<file path="src/rtl/greedy_graph_coloring_unit_macros.svh">
// -----------------------------------------------------------------------------
// Greedy graph coloring unit: assertion macros
// Concurrent check macros shared by the RTL; empty when SYNTHESIS is defined.
// -----------------------------------------------------------------------------
`ifndef GREEDY_GRAPH_COLORING_UNIT_MACROS_SVH
`define GREEDY_GRAPH_COLORING_UNIT_MACROS_SVH
`ifndef SYNTHESIS
// same-cycle implication
`define GGC_ASSERT_IMPL(label, clk, rstn, ante, cons) \
    label: assert property (@(posedge clk) disable iff (!(rstn)) (ante) |-> (cons)) \
        else $error("ggc: same-cycle check failed");
// next-cycle implication
`define GGC_ASSERT_NEXT(label, clk, rstn, ante, cons) \
    label: assert property (@(posedge clk) disable iff (!(rstn)) (ante) |=> (cons)) \
        else $error("ggc: next-cycle check failed");
`else
`define GGC_ASSERT_IMPL(label, clk, rstn, ante, cons)
`define GGC_ASSERT_NEXT(label, clk, rstn, ante, cons)
`endif
`endif

</file>
<file path="src/rtl/ggc_pkg.sv">
// -----------------------------------------------------------------------------
// Greedy graph coloring package
// Field widths, default sizes, controller states and control/status bundles.
// -----------------------------------------------------------------------------
package ggc_pkg;

    // fixed field widths
    localparam int FIELD_W          = 10;
    localparam int COUNT_W          = 11;
    // color/vertex slot ceiling and bitmap row width
    localparam int COLOR_SLOTS_MAX  = 1024;
    localparam int ROW_BITS_MAX     = 32;
    localparam int DEF_MAX_VERTICES = 1024;

    typedef enum logic [3:0] {
        ST_INIT_CLR,
        ST_IDLE,
        ST_START_CLR,
        ST_LOOKUP,
        ST_MARK_RD,
        ST_MARK_WR,
        ST_SEARCH,
        ST_PICK,
        ST_EMIT
    } ggc_state_t;

    // controller -> datapath
    typedef struct packed {
        logic latch_item;   // input word accepted
        logic clr_step;     // one step of the table sweep
        logic tbl_rd;       // read color table at neighbor
        logic mark_rd;      // read bitmap row of neighbor color
        logic mark_wr;      // write back marked row
        logic search;       // pick first non-full row, read it
        logic pick;         // choose first free color
        logic emit;         // store color, load result
    } ggc_cmd_t;

    // datapath -> controller
    typedef struct packed {
        logic clr_last;     // sweep at last entry
        logic in_start;     // start_req on the input port
        logic item_last;    // held word ends a vertex run
        logic mark_hit;     // neighbor is colored
        logic out_free;     // result register can load
    } ggc_status_t;

endpackage

</file>
<file path="src/rtl/ggc_ctrl.sv">
// -----------------------------------------------------------------------------
// Greedy graph coloring controller
// Sequences table sweep, neighbor lookup, bitmap mark, search and result load.
// -----------------------------------------------------------------------------
module ggc_ctrl
    import ggc_pkg::*;
(
    input  logic        aclk,
    input  logic        aresetn,
    input  logic        s_valid,
    output logic        s_ready,
    input  ggc_status_t status,
    output ggc_cmd_t    cmd
);

    ggc_state_t state_reg;
    ggc_state_t state_next;

    // state register
    always_ff @(posedge aclk) begin
        if (!aresetn) begin
            state_reg <= ST_INIT_CLR;
        end else begin
            state_reg <= state_next;
        end
    end

    // next state
    always_comb begin
        state_next = state_reg;
        unique case (state_reg)
            ST_INIT_CLR: begin
                if (status.clr_last) state_next = ST_IDLE;
            end
            ST_IDLE: begin
                if (s_valid) begin
                    state_next = status.in_start ? ST_START_CLR : ST_LOOKUP;
                end
            end
            ST_START_CLR: begin
                if (status.clr_last) state_next = ST_LOOKUP;
            end
            ST_LOOKUP: state_next = ST_MARK_RD;
            ST_MARK_RD: begin
                if (status.mark_hit)       state_next = ST_MARK_WR;
                else if (status.item_last) state_next = ST_SEARCH;
                else                       state_next = ST_IDLE;
            end
            ST_MARK_WR: state_next = status.item_last ? ST_SEARCH : ST_IDLE;
            ST_SEARCH:  state_next = ST_PICK;
            ST_PICK:    state_next = ST_EMIT;
            ST_EMIT: begin
                if (status.out_free) state_next = ST_IDLE;
            end
            default:    state_next = ST_INIT_CLR;
        endcase
    end

    // outputs
    always_comb begin
        cmd     = '0;
        s_ready = 1'b0;
        unique case (state_reg)
            ST_INIT_CLR, ST_START_CLR: cmd.clr_step = 1'b1;
            ST_IDLE: begin
                s_ready        = 1'b1;
                cmd.latch_item = s_valid;
            end
            ST_LOOKUP:  cmd.tbl_rd  = 1'b1;
            ST_MARK_RD: cmd.mark_rd = status.mark_hit;
            ST_MARK_WR: cmd.mark_wr = 1'b1;
            ST_SEARCH:  cmd.search  = 1'b1;
            ST_PICK:    cmd.pick    = 1'b1;
            ST_EMIT:    cmd.emit    = status.out_free;
            default:    cmd         = '0;
        endcase
    end

endmodule

</file>
<file path="config.mk">
export PLATFORM = sky130hd
export DESIGN_NAME = ggc_ctrl
export DESIGN_NICKNAME = d
export VERILOG_FILES = /design/src/rtl/greedy_graph_coloring_unit_macros.svh /design/src/rtl/ggc_pkg.sv /design/src/rtl/ggc_ctrl.sv
export SDC_FILE = /design/constraint.sdc
export NUM_CORES = 1
export LEC_CHECK = 0
export ABC_AREA = 1
export BUFFER_PORTS_ARGS = -buffer_cell sky130_fd_sc_hd__buf_4
export CAP_MARGIN = 20
export CORE_AREA = 10 10 47 49
export CTS_CLUSTER_SIZE = 10
export DETAILED_ROUTE_END_ITERATION = 8
export DIE_AREA = 0 0 57 59
export SYNTH_ARGS = -nofsm -noshare
export SYNTH_HDL_FRONTEND = slang
export SYNTH_SLANG_ARGS = --single-unit
</file>
<file path="constraint.sdc">
create_clock -name aclk -period 1.55 [get_ports aclk]
set_clock_uncertainty 0.15 [all_clocks]
set_input_delay 0.465 -clock aclk [delete_from_list [all_inputs] [get_ports aclk]]
set_output_delay 0.465 -clock aclk [all_outputs]
set_load 0.02 [all_outputs]
</file>
==> metrics <==
worst max-slew margin expressed relative to the limit=0.870; P&R area growth vs syn=87.9%; initial cell density of the core=0.279; wire length of the first global-routing pass=roughly 2300 microns; reg-to-reg startpoint=state_reg[1]$_SDFFE_PN0P_; proportion of power drawn by flip-flops and latches=0.236; class of the tightest hold or removal check=input pin to register; remaining number of nets flagged by the antenna check after routing=0; final count of negative-setup-slack endpoints=9; average cell area after synthesis=5.68 sq um; number of antenna violations at the first check in global routing=0; CTS tree=built; die height=59 microns; Sinks on Clock Net=4; Port-buffer cells=16; RSZ-0062 raised after global routing=yes; highest attainable clock frequency=a little under 0.6 GHz; Fin. Hold Viols=0; net switching share of the total power=0.386; worst-case clock buffer depth=2; Tcrit/Tclk final=1.08; Final Routed Wirelength=1210 microns; Clock Root Buffer=sky130_fd_sc_hd__clkbuf_4; number of nets in the layout=110; register area share after synthesis=0.204; data arrival time of the worst path=between 1 and 1.5 ns; H-tree Lvls=1; routability congestion estimate=0.830; post-synthesis cell type count=18; fraction of final layout cells with drive strength greater than 1=0.570; Slew Limit Fails=0; Die Area=~0.0034 sq mm; violations in the final reports=setup timing; start point of the critical path=state_reg[1]$_SDFFE_PN0P_; least setup slack across all paths after layout=-0.129 ns; All-Layer GR Usage=0.0803; CTS Buf Count=3; Site Rows=14; horizontal die dimension=around 57 microns; clock-pin slew reported for the worst setup and hold paths after clock tree synthesis=0.04 ns; drt initial violations=5; vias in the first global route=567; Detailed Place HPWL=969 microns; combinational group share of total power=0.556; synthesized cell area=392 sq um; Top-Level Pins=17; LEAKAGE=0.388 nW; max FFs per register=4; most frequent standard cell in the layout excluding fill and tap cells=sky130_fd_sc_hd__buf_4; minimum clock period after layout=between 1.5 and 2 ns; cell internal pwr=roughly 370 uW; DR WL/cell=10.4 microns; critical path peak fanout=5; detailed-route vias per instance=approximately 4.6; number of DRC violations after detailed routing=0; number of nets in the synthesized netlist=77; NetSw=235 uW; worst-skew pair later-pin latency=0.23 ns; Worst Setup Path Type=register to primary output; Worst Tran Pin Value=approximately 0.19 ns; #FFs+latches synth=4; worst hold slack across all endpoints=0.363 ns; synthesized netlist cell count=69; setup TNS=-0.828 ns; maxcap violations=0; first-pass detailed-route iteration total=4; Hold Crit Start=aresetn; cts-stage hold buffer count=0; relative contribution of the clock network to total power=0.208; commonest non-fill, non-tap cells in the layout=23 x sky130_fd_sc_hd__buf_4, 15 x sky130_fd_sc_hd__inv_1, 11 x sky130_fd_sc_hd__nand2_1; power density over the cells=829 mW/mm^2; number of antenna cells inserted=0; Critical Path RT=roughly 0.93 ns; count of warnings emitted by yosys=0; run status=finished, violations left; DR vias=between 500 and 600; Peak VDD IR=between 300 and 400 uV; pin count of the biggest net entering global routing=7; overflow left after global routing=0; endpoint class of the critical path=primary output; Std-Cell Core Area=approximately 0.0014 sq mm; Setup crit start kind=register
## final timing paths
kind	endpoint	slack (ns)	cells past startpoint
worst min-delay path	state_reg[0]$_SDFFE_PN0P_	0.36	3
worst max register to register	state_reg[0]$_SDFFE_PN0P_	0.12	9
worst min register to register	state_reg[2]$_SDFFE_PN0P_	0.49	2
worst max-delay path	cmd[7]	-0.13	5
## layer usage
metal,up-vias,global-route usage,wire (microns)
met5,-,0,0
met4,0,0.0101,0
met1,233,0.0807,436
met2,16,0.132,626
li1,279,-,-
met3,0,0.0644,149
## cells in the mapped netlist (all sizes together)
master	instances	area, sq um
a21oi	4	23.8
a41oi	1	8.76
buf	1	11.3
dfxtp	4	80.1
inv	19	71.3
nand2	14	55.1
nand3	10	60.1
nand3b	1	7.51
nor2	9	43.8
nor3	3	15.0
o21ai	3	15.0
## worst max-delay path: stages, from the launching register on
cell and delay (ns):
sky130_fd_sc_hd__dfxtp_4 0.36, sky130_fd_sc_hd__buf_6 0.12, sky130_fd_sc_hd__nor2_4 0.08, sky130_fd_sc_hd__nand2_2 0.06, sky130_fd_sc_hd__nor2_2 0.09, sky130_fd_sc_hd__buf_6 0.12
## area by class of cell
cell class | count | area, sq um
multi-input cells | 45 | 279
flip-flops and latches | 4 | 95.1
fillers | 155 | 666
repair buffers | 29 | 240
inverters | 19 | 78.8
well taps | 16 | 20.0
clock buffers | 3 | 22.5
## power groups by stage
stage          Sequential (mW)  Clock, mW  Combinational (mW)
2_1_floorplan            0.127          0               0.171
3_3_place_gp             0.134          0               0.283
3_5_place_dp             0.134          0               0.285
4_1_cts                  0.141      0.133               0.335
5_1_grt                  0.147      0.145               0.378
6_report                 0.144      0.127               0.339
## cell families after synthesis
family                 synth area share
AOI/OAI and AO/OA                 0.121
buffers and inverters             0.211
DFF                               0.204
and+or+nand+nor                   0.463
## metrics by stage
stage / util / std cells / setup slack (ns) / power [mW] / cell area, sq um
after floorplan: - / 69 / 0.0684 / 0.299 / 407
after global placement: 0.436 / 110 / 0.0239 / 0.418 / 611
after detailed placement: 0.436 / 110 / 0.0175 / 0.419 / 611
after CTS: 0.516 / 116 / -0.156 / 0.609 / 723
after global routing: 0.525 / 116 / -0.201 / 0.670 / 736
final: 0.525 / 116 / -0.129 / 0.610 / 736
## what timing repair did
item	CTS	global route
pin swaps	5	2
setup endpoints to repair	9	10
buffers inserted	3	0
gates resized for setup	24	5
Note: power is estimated with default switching activity, not from simulation.
